<file path="src/hdl/lca_pkg.sv">
`default_nettype none

package lca_pkg;

  localparam int unsigned WORD_W = 16;
  localparam int unsigned PROD_W = 17;
  localparam int unsigned TOTAL_W = 19;
  localparam int unsigned SUM_W = 22;
  localparam int unsigned GAIN_W = 15;
  localparam int unsigned RESP_W = 3;
  localparam int unsigned CFG_W = 64;
  localparam int unsigned IDX_W = 3;

  localparam logic [IDX_W-1:0] REG_DRIVE = 3'd0;
  localparam logic [IDX_W-1:0] REG_START = 3'd1;
  localparam logic [IDX_W-1:0] REG_LEAK = 3'd2;
  localparam logic [IDX_W-1:0] REG_INHIB = 3'd3;
  localparam logic [IDX_W-1:0] REG_THRESH = 3'd4;
  localparam logic [IDX_W-1:0] REG_MAXSTEP = 3'd5;
  localparam logic [IDX_W-1:0] REG_NONLIN = 3'd6;

  localparam logic signed [WORD_W-1:0] THRESH_RESET = 16'sd4096;
  localparam logic [WORD_W-1:0] MAXSTEP_RESET = 16'd1000;

  typedef logic signed [WORD_W-1:0] word_t;
  typedef logic signed [PROD_W-1:0] prod_t;
  typedef logic signed [TOTAL_W-1:0] total_t;

  typedef struct packed {
    logic capture;
    logic load;
    logic step;
    logic nonlin;
  } lane_ctl_t;

endpackage

`default_nettype wire

</file>
<file path="src/hdl/lca_lane.sv">
`default_nettype none

module lca_lane (
  input  wire logic                               clk,
  input  wire logic                               rst,
  input  wire lca_pkg::lane_ctl_t                 ctl,
  input  wire logic [lca_pkg::GAIN_W-1:0]         leak_gain,
  input  wire logic [lca_pkg::GAIN_W-1:0]         inhib_gain,
  input  wire lca_pkg::word_t                     drive,
  input  wire lca_pkg::word_t                     start,
  input  wire lca_pkg::word_t                     noise,
  input  wire lca_pkg::word_t                     threshold,
  input  wire lca_pkg::total_t                    total,
  output lca_pkg::prod_t                          inh_p,
  output logic                                    hit
);

  lca_pkg::word_t accum;
  lca_pkg::word_t noise_r;
  lca_pkg::prod_t leak_p;

  logic signed [lca_pkg::WORD_W-1:0] leak_g;
  logic signed [lca_pkg::WORD_W-1:0] inhib_g;
  logic signed [31:0] leak_mul;
  logic signed [31:0] inhib_mul;
  logic signed [32:0] leak_rnd;
  logic signed [32:0] inhib_rnd;

  lca_pkg::total_t other;
  logic signed [lca_pkg::SUM_W-1:0] sum;
  lca_pkg::word_t sat;
  lca_pkg::word_t accum_next;

  assign leak_g = {1'b0, leak_gain};
  assign inhib_g = {1'b0, inhib_gain};
  assign leak_mul = accum * leak_g;
  assign inhib_mul = accum * inhib_g;
  assign leak_rnd = 33'(leak_mul) + 33'sd16384;
  assign inhib_rnd = 33'(inhib_mul) + 33'sd16384;

  always_ff @(posedge clk) begin
    if (ctl.capture) begin
      leak_p <= leak_rnd[31:15];
      inh_p <= inhib_rnd[31:15];
      noise_r <= noise;
    end
  end

  assign other = total - lca_pkg::total_t'(inh_p);

  always_comb begin
    sum = lca_pkg::SUM_W'(accum) + lca_pkg::SUM_W'(drive) - lca_pkg::SUM_W'(leak_p)
        - lca_pkg::SUM_W'(other) + lca_pkg::SUM_W'(noise_r);
    if (sum > 22'sd32767) begin
      sat = 16'sh7FFF;
    end else if (sum < -22'sd32768) begin
      sat = 16'sh8000;
    end else begin
      sat = sum[lca_pkg::WORD_W-1:0];
    end
    hit = sat >= threshold;
    if (ctl.nonlin && sat[lca_pkg::WORD_W-1]) begin
      accum_next = '0;
    end else begin
      accum_next = sat;
    end
  end

  always_ff @(posedge clk) begin
    if (rst) begin
      accum <= '0;
    end else if (ctl.load) begin
      accum <= start;
    end else if (ctl.step) begin
      accum <= accum_next;
    end
  end

endmodule

`default_nettype wire

</file>
<file path="config.mk">
export PLATFORM = sky130hd
export DESIGN_NAME = lca_lane
export DESIGN_NICKNAME = d
export VERILOG_FILES = /design/src/hdl/lca_pkg.sv /design/src/hdl/lca_lane.sv
export SDC_FILE = /design/constraint.sdc
export NUM_CORES = 2
export LEC_CHECK = 0
export BUFFER_PORTS_ARGS = -buffer_cell sky130_fd_sc_hd__buf_2
export CAP_MARGIN = 25
export CORE_ASPECT_RATIO = 1.2
export CORE_MARGIN = 2
export CORE_UTILIZATION = 65
export DETAILED_ROUTE_END_ITERATION = 10
export PLACE_DENSITY = 0.82
export SLEW_MARGIN = 25
export SYNTH_ARGS = -nofsm -noshare
export SYNTH_HDL_FRONTEND = slang
export SYNTH_SLANG_ARGS = --single-unit
</file>
<file path="constraint.sdc">
create_clock -name clk -period 22.2 [get_ports clk]
set_clock_uncertainty 0.15 [all_clocks]
set_input_delay 1.11 -clock clk [delete_from_list [all_inputs] [get_ports clk]]
set_output_delay 1.11 -clock clk [all_outputs]
set_load 0.01 [all_outputs]
</file>
==> run summary <==
share of cells above drive strength 1 -> 7.33%
post-CTS resize count -> 0
period utilisation layout -> 51.8%
Slew Viols, Final -> 0
TritonCTS clock tree -> yes
Netlist Area Pre-Place -> 24,700 um2
Detail Placement HPWL -> 46.5 mm
die area -> 39,600 um2
post-place setup slack -> 11.08 ns
CP required -> 20.94 ns
die width -> 182 um
average routed wire per standard cell -> 17.7 um
Max Clock Freq -> 0.0870 GHz
Area contributors post-synth -> fa_1 45%, ha_1 12%, inv_1 11%
post-CTS setup buffers -> 0
Netlist cell types -> 67
multi-input logic area -> 19,800 um2
critical path's largest stage delay -> 0.62 ns
IO buf count -> 136
WS Path Type -> primary input to primary output
register area -> 1820 um2
most frequent cell after synthesis -> inv_1
CTS buffer count -> 9
run status -> finished clean
final worst slack -> 10.70 ns
min-delay worst type -> flop to flop
First DRT Iteration DRCs -> 1,046
# fillers -> 2,893
Arr. time, crit path -> 10.24 ns
Layout Nets -> 3,648
ys flop type -> edfxtp_1
number of synthesized flops with an enable pin -> 50
Hold Violations, Final -> 0
Post-Synthesis Cells -> 2,668
Worst Tran Pin Value -> 0.846 ns
Starting Density -> 65.5%
ANT nets after route -> 0
FF+latch count, synth -> 66
Synth area leader -> fa_1
Final GP Congestion -> 0.935
post-synth top area share -> 44.6%
critical path's slowest cell -> a2111oi_0
largest net degree at the start of global routing -> 51
maxcap violations -> 0
Tmin final -> 11.50 ns
area delta synth->final -> 5.39%
RSZ-0062 raised after global routing -> no
syn_nets -> 3,579
# IOs -> 137
CTS root buf -> clkbuf_16
number of inserted diodes -> 0
Cell Rows -> 78
Async S/R FF share, synth -> 0%
DR vias/cell -> 5.64
# DRC -> 0
total congestion overflow -> 0
commonest cells in the synthesized netlist -> 723 x inv_1, 550 x fa_1, 269 x nand2_1
crit-path most repeated cell -> o21ai_0
nature of the critical path startpoint -> primary input
DRT Wirelength -> 57.1 mm
Avg Synthesized Cell Area -> 9.25 um2
H-tree levels -> 3
vias in the first global route -> 20.7k
CTS Sinks -> 66
Clk pin slew, worst setup/hold paths -> 0.06 ns
Vias -> 18.2k
Die Y -> 217 um
Total GRT Usage -> 31.2%
initial antenna violation count -> 2
Clock Latency Late Sink -> 0.34 ns
relative slew slack -> 43.6%
Crit. End Element -> primary output
CP Max Fanout -> 12
Core Area -> 37,700 um2
first-pass GRT wire length -> 98.0 mm
Ys Warns -> 0
post-synthesis sequential area ratio -> 7.38%
Sum Neg Setup Slack -> 0 ns
First-pass DRT Iterations -> 6
cts hold-fix bufs -> 0
setup violators final -> 0
Longest Clk Path Bufs -> 2
final timing paths:
path | depth (start not counted) | slack [ns] | from | to
worst min register to register | 3 | 0.57 | accum[14] | accum[14]
worst min-delay path | 3 | 0.57 | accum[14] | accum[14]
worst max register to register | 26 | 13.86 | inh_p[0] | accum[0]
worst max-delay path | 42 | 10.70 | total[0] | hit
kinds of logic (layout without fill, tap and decap cells):
family,after synthesis,in the layout,synth area share [%]
AO/OA/AOI/OAI,218,218,6.23
XOR/XNOR,70,70,2.51
adder cells (fa/ha/maj),792,792,56.9
buffers and inverters,817,891,12.6
flip-flops,66,66,7.38
AND/OR/NAND/NOR,705,705,14.4
stage by stage:
step / cells / utilization (%) / cell area (um2) / hold WS [ns]
6_report: 3222 / 69.1 / 26000 / 0.568
2_1_floorplan: 2668 / - / 24700 / 0.543
4_1_cts: 3222 / 69.1 / 26000 / 0.567
3_3_place_gp: 3206 / 68.2 / 25700 / 0.547
3_5_place_dp: 3206 / 68.2 / 25700 / 0.560
5_1_grt: 3222 / 69.1 / 26000 / 0.605
critical path: cells and delay by family:
family / cells / cell delay [ns]
and+or+nand+nor: 11 / 2.14
AOI/OAI and AO/OA: 17 / 3.51
xor gates and xnor gates: 2 / 0.33
buffers and inverters: 5 / 0.38
adders and majority gates: 7 / 2.77
cell type report:
type                            count  share of cell area (%)
Clock inverter                      4                   0.183
Sequential cell                    66                    7.01
Clock buffer                       12                    1.03
Tap cell                          480                    2.31
Timing Repair Buffer              152                    3.09
Multi-Input combinational cell   1785                    75.9
Inverter                          723                    10.4
flip-flops by register name (all words and copies together), names as in the netlist:
signal / flops
accum: 16
inh_p: 17
leak_p: 17
noise_r: 16
per-layer routing:
layer	up-vias	global-route usage, %	share of wire [%]
li1	8072	-	-
met1	9325	37.2	36
met2	605	57.6	54
met3	170	3.37	5.3
met4	2	13.3	4.7
met5	-	0	0.025
cell usage in the layout, fill, tap and decap left out, drive strengths merged, types with 3 or more instances in the layout:
cell type	n
o2111ai	3
a21oi	69
or2	4
nand3b	3
clkbuf	12
o22ai	16
ha	242
o21bai	4
xnor2	56
nor2	62
nor3b	15
o21ai	43
o21a	15
buf	152
dfxtp	16
o31ai	5
nand3	17
and3	3
a211oi	11
a21boi	3
nor2b	11
nor3	37
fa	550
nand2	269
edfxtp	50
a2111oi	3
inv	723
a31oi	5
nand4	6
a211o	4
and2	255
nand2b	11
a21o	19
or3	7
a41oi	3
xor2	14
Power is left out: the tool's default activity adds up to more than one toggle a clock period on the data nets, which glitch-free logic cannot reach.
