[src/hdl/lca_pkg.sv]
`default_nettype none

package lca_pkg;

  localparam int unsigned WORD_W = 16;
  localparam int unsigned PROD_W = 17;
  localparam int unsigned TOTAL_W = 19;
  localparam int unsigned SUM_W = 22;
  localparam int unsigned GAIN_W = 15;
  localparam int unsigned RESP_W = 3;
  localparam int unsigned CFG_W = 64;
  localparam int unsigned IDX_W = 3;

  localparam logic [IDX_W-1:0] REG_DRIVE = 3'd0;
  localparam logic [IDX_W-1:0] REG_START = 3'd1;
  localparam logic [IDX_W-1:0] REG_LEAK = 3'd2;
  localparam logic [IDX_W-1:0] REG_INHIB = 3'd3;
  localparam logic [IDX_W-1:0] REG_THRESH = 3'd4;
  localparam logic [IDX_W-1:0] REG_MAXSTEP = 3'd5;
  localparam logic [IDX_W-1:0] REG_NONLIN = 3'd6;

  localparam logic signed [WORD_W-1:0] THRESH_RESET = 16'sd4096;
  localparam logic [WORD_W-1:0] MAXSTEP_RESET = 16'd1000;

  typedef logic signed [WORD_W-1:0] word_t;
  typedef logic signed [PROD_W-1:0] prod_t;
  typedef logic signed [TOTAL_W-1:0] total_t;

  typedef struct packed {
    logic capture;
    logic load;
    logic step;
    logic nonlin;
  } lane_ctl_t;

endpackage

`default_nettype wire

[src/hdl/lca_merge.sv]
`default_nettype none

module lca_merge #(
  parameter int unsigned NUM_ACC = 4
) (
  input  wire lca_pkg::prod_t              inh_p [NUM_ACC],
  input  wire logic [NUM_ACC-1:0]          hit,
  output lca_pkg::total_t                  total,
  output logic [lca_pkg::RESP_W-1:0]       win_code
);

  always_comb begin
    total = '0;
    win_code = '0;
    for (int i = 0; i < NUM_ACC; i++) begin
      total = total + lca_pkg::total_t'(inh_p[i]);
      if (hit[i]) begin
        win_code = lca_pkg::RESP_W'(i + 1);
      end
    end
  end

endmodule

`default_nettype wire

[config.mk]
export PLATFORM = sky130hd
export DESIGN_NAME = lca_merge
export DESIGN_NICKNAME = d
export VERILOG_FILES = /design/src/hdl/lca_pkg.sv /design/src/hdl/lca_merge.sv
export SDC_FILE = /design/constraint.sdc
export NUM_CORES = 1
export LEC_CHECK = 0
export ABC_AREA = 1
export BUFFER_PORTS_ARGS = -buffer_cell sky130_fd_sc_hd__buf_4
export CORE_AREA = 2 2 80 82
export DETAILED_ROUTE_END_ITERATION = 7
export DIE_AREA = 0 0 82 84
export SETUP_SLACK_MARGIN = 0.2
export SYNTH_ARGS = -nofsm -noshare
export SYNTH_HDL_FRONTEND = slang
export SYNTH_SLANG_ARGS = --single-unit
[constraint.sdc]
create_clock -name vclk -period 2.55
set_input_delay 0.255 -clock vclk [all_inputs]
set_output_delay 0.255 -clock vclk [all_outputs]
set_load 0.01 [all_outputs]
==> impl_metrics.csv <==
group,metric,value,unit
sta,slew_viol_final,0,
floorplan,fp.dieArea,6888,um2
cells_and_area,diodes,0,
synthesis,yosysWarningCount,0,
worst_setup_path,end_kind,"output port",
run_status,failed_checks,"negative setup slack",
run_status,run_status,"finished with violations",
sta,timing.setup.tns,-4.530,ns
cells_and_area,finish.net_count,562,
worst_setup_path,slowest_delay,0.52,ns
worst_hold_path,source_of_the_worst_hold_timing_path,"hit[3]",
placed_design,routabilityCongestion,0.8011,
sta,final_critical_path_setup_slack,-0.4740,ns
drt,finalWirelength,4.786,mm
cells_and_area,synth_to_layout_area_growth,74.33,%
synthesis,seq_area_frac_synth,0,%
grt,number_of_global_route_vias_before_repair,2180,
clock_network,cts.hold.buffers_added,0,
grt,total_congestion_overflow,0,
sta,worst_slew_pin_slew,0.2862,ns
worst_setup_path,timing.critical_path.max_delay_family,"adder cells",
sta,final.period_utilization,118.6,%
synthesis,synthAdderAreaFrac,45.23,%
floorplan,die_h,84,um
grt,antenna_found_initial,0,
synthesis,synth_cells,311,
floorplan,initial_core_utilization,33.58,%
placed_design,place_hpwl,4.356,mm
sta,setup_viol,15,
sta,fmax,330.7,MHz
synthesis,synth.cell_area,2047,um2
drt,vias,2167,
cells_and_area,design.seq.count,0,
worst_setup_path,critical_path.cell_chain,"buf_6 -> fa_1 -> fa_1 -> ha_2 -> inv_2 -> fa_2 -> nand3b_1 -> nand2_2 -> nand2_1 -> nand2_2 -> nand2_2 -> nand2_1 -> nand2_1 -> nand2_2 -> buf_4",
worst_setup_path,path_buf_inv,3,
worst_setup_path,cp_slowest_cell,"sky130_fd_sc_hd__fa_1",
drt,final_antenna_net_count,0,
floorplan,num_io_pins,94,
power,max-vdd-ir-drop,0.3929,mV
grt,grt_usage,14.01,%
cells_and_area,num-fill-cells,601,
synthesis,syn-num-nets,436,
worst_hold_path,count_of_cells_along_the_worst_hold_path,2,
sta,grt_setup_unrepaired,"yes",
worst_hold_path,whs_endpoint,"win_code[2]",
synthesis,synth_xor_xnor_area_share,3.851,%
placed_design,placedInstanceArea,3331,um2
synthesis,synth_top_family_by_area,"adder cells",
cells_and_area,layout.clock_buffers,0,
worst_setup_path,critPathMaxFanout,3,
power,total_leakage_power,2.038,nW
drt,total_iterations_of_the_first_detailed_routing_run,4,
synthesis,synth-simple-area-share,22.00,%
drt,number_of_drc_markers_in_iteration_0,17,
cells_and_area,postLayoutCellArea,3568,um2
sta,finalHoldViolCount,0,
placed_design,detailedPlace.worstSlack,-0.4919,ns
worst_setup_path,path_common_cell,"sky130_fd_sc_hd__nand2_2",
sta,relative_slew_slack,80.72,%
worst_setup_path,critical_path_rt,2.30,ns
drt,avgRoutedWirePerCell,9.348,um
worst_hold_path,hold_path.class,"in2out",
grt,wire_length_of_the_first_global_routing_pass,8.204,mm
placed_design,port-buffer-count,94,
power,power_density,714.6,nW/um2
synthesis,synth-compound-area-share,6.174,%
synthesis,syn_avg_cell_area,6.582,um2
grt,grt_max_degree,6,
worst_setup_path,critical_path.startpoint_type,"input pin",
job,max_cap_viol_count,0,
floorplan,rows,29,
drt,drc,0,
worst_setup_path,cp.arrival,2.77,ns
synthesis,synthMuxAreaShare,0,%
floorplan,coreArea,6096,um2
cells_and_area,layout-drive-gt1-share,50.57,%
cells_and_area,ff_latch_area,0,um2
synthesis,netlist-cell-type-count,22,
drt,detail_route.vias_per_cell,4.232,
sta,final_period_minus_worst_setup_slack,3.024,ns
worst_setup_path,critPathKind,"in2out",
floorplan,floorplan.die.width,82,um
## timing repair
item | 4_1_cts | 5_1_grt
gates resized for setup | 35 | 27
buffers inserted | 3 | 1
pin swaps | 22 | 21
endpoints found under the setup margin | 17 | 17
## cell families (layout without fill, tap and decap cells)
kind of cell / Yosys count / after routing
xor gates and xnor gates: 9 / 9
and+or+nand+nor: 102 / 102
AOI/OAI and AO/OA: 24 / 24
adders and majority gates: 53 / 53
buffers and inverters: 123 / 247
## metrics by stage
stage / power, mW / hold WS, ns / cells / util (%)
finish: 2.550 / 0.7097 / 512 / 58.54
global route: 2.832 / 0.7170 / 512 / 58.54
floorplan: 1.407 / 0.5541 / 311 / -
global placement: 2.281 / 0.7050 / 508 / 54.64
CTS: 2.456 / 0.7083 / 511 / 56.86
detailed placement: 2.302 / 0.7085 / 508 / 54.64
## cells in the final DEF (no fill, tap or decap), types with 3 or more instances in the layout
cell                      Yosys  routed
sky130_fd_sc_hd__xor2_1       7       4
sky130_fd_sc_hd__fa_1        35      33
sky130_fd_sc_hd__xor2_2       0       3
sky130_fd_sc_hd__nor2_1      10      10
sky130_fd_sc_hd__ha_4         0      16
sky130_fd_sc_hd__nand2_4      0       6
sky130_fd_sc_hd__nand2_2      7      26
sky130_fd_sc_hd__a21oi_2      1       6
sky130_fd_sc_hd__inv_2        3      19
sky130_fd_sc_hd__nand3_1     13       8
sky130_fd_sc_hd__nand3_2      2       6
sky130_fd_sc_hd__o21ai_0      4       4
sky130_fd_sc_hd__buf_4        1     109
sky130_fd_sc_hd__nand2_1     63      38
sky130_fd_sc_hd__a21oi_1     17      10
sky130_fd_sc_hd__buf_6        0      16
sky130_fd_sc_hd__inv_1      119     102
## area by class of cell
| cell class | count | area (um2) | share of cell area, % |
|---|---|---|---|
| timing repair buffer | 125 | 998.5 | 27.98 |
| multi-input combinational | 188 | 2008 | 56.28 |
| inverter | 122 | 465.4 | 13.04 |
| tap | 77 | 96.34 | 2.700 |
## worst max-delay path by stage
| stage | end | cells after the start | slack (ns) | from |
|---|---|---|---|---|
| final | total[15] | 15 | -0.47 | inh_p[1] |
| after global routing | total[17] | 15 | -0.63 | inh_p[1] |
| after CTS | total[15] | 15 | -0.45 | inh_p[1] |
| after detailed placement | total[13] | 15 | -0.49 | inh_p[35] |
| after global placement | total[17] | 15 | -0.45 | inh_p[35] |
| after floorplan | total[11] | 13 | -0.17 | inh_p[35] |
## report_power, final
group          internal [mW]  switching (mW)
clock                      0               0
combinational           1.31            1.24
sequential                 0               0
total                   1.31            1.24
## cells in the mapped netlist
| library cell | instances | area (um2) |
|---|---|---|
| sky130_fd_sc_hd__a21o_1 | 1 | 7.510 |
| sky130_fd_sc_hd__a21oi_1 | 17 | 85.08 |
| sky130_fd_sc_hd__a21oi_2 | 1 | 8.760 |
| sky130_fd_sc_hd__and2_1 | 2 | 12.51 |
| sky130_fd_sc_hd__buf_4 | 1 | 7.510 |
| sky130_fd_sc_hd__fa_1 | 35 | 700.7 |
| sky130_fd_sc_hd__ha_1 | 18 | 225.2 |
| sky130_fd_sc_hd__inv_1 | 119 | 446.7 |
| sky130_fd_sc_hd__inv_2 | 3 | 11.26 |
| sky130_fd_sc_hd__nand2_1 | 63 | 236.5 |
| sky130_fd_sc_hd__nand2_2 | 7 | 43.79 |
| sky130_fd_sc_hd__nand3_1 | 13 | 65.06 |
| sky130_fd_sc_hd__nand3_2 | 2 | 20.02 |
| sky130_fd_sc_hd__nand3b_1 | 1 | 7.510 |
| sky130_fd_sc_hd__nor2_1 | 10 | 37.54 |
| sky130_fd_sc_hd__nor2_2 | 2 | 12.51 |
| sky130_fd_sc_hd__nor3_1 | 1 | 5.000 |
| sky130_fd_sc_hd__nor3_2 | 1 | 10.01 |
| sky130_fd_sc_hd__o21ai_0 | 4 | 20.02 |
| sky130_fd_sc_hd__o21ai_1 | 1 | 5.000 |
| sky130_fd_sc_hd__xnor2_1 | 2 | 17.52 |
| sky130_fd_sc_hd__xor2_1 | 7 | 61.31 |
## routing by layer
metal	wire (um)	track usage, %	part of all wire (%)	up-vias
met5	0	0	0	-
met4	0	0.7576	0	0
met3	383	1.190	8.0	0
met2	2555	28.01	53	63
met1	1847	16.27	39	987
li1	-	-	-	1117
Power figures use the tool's default switching activity.
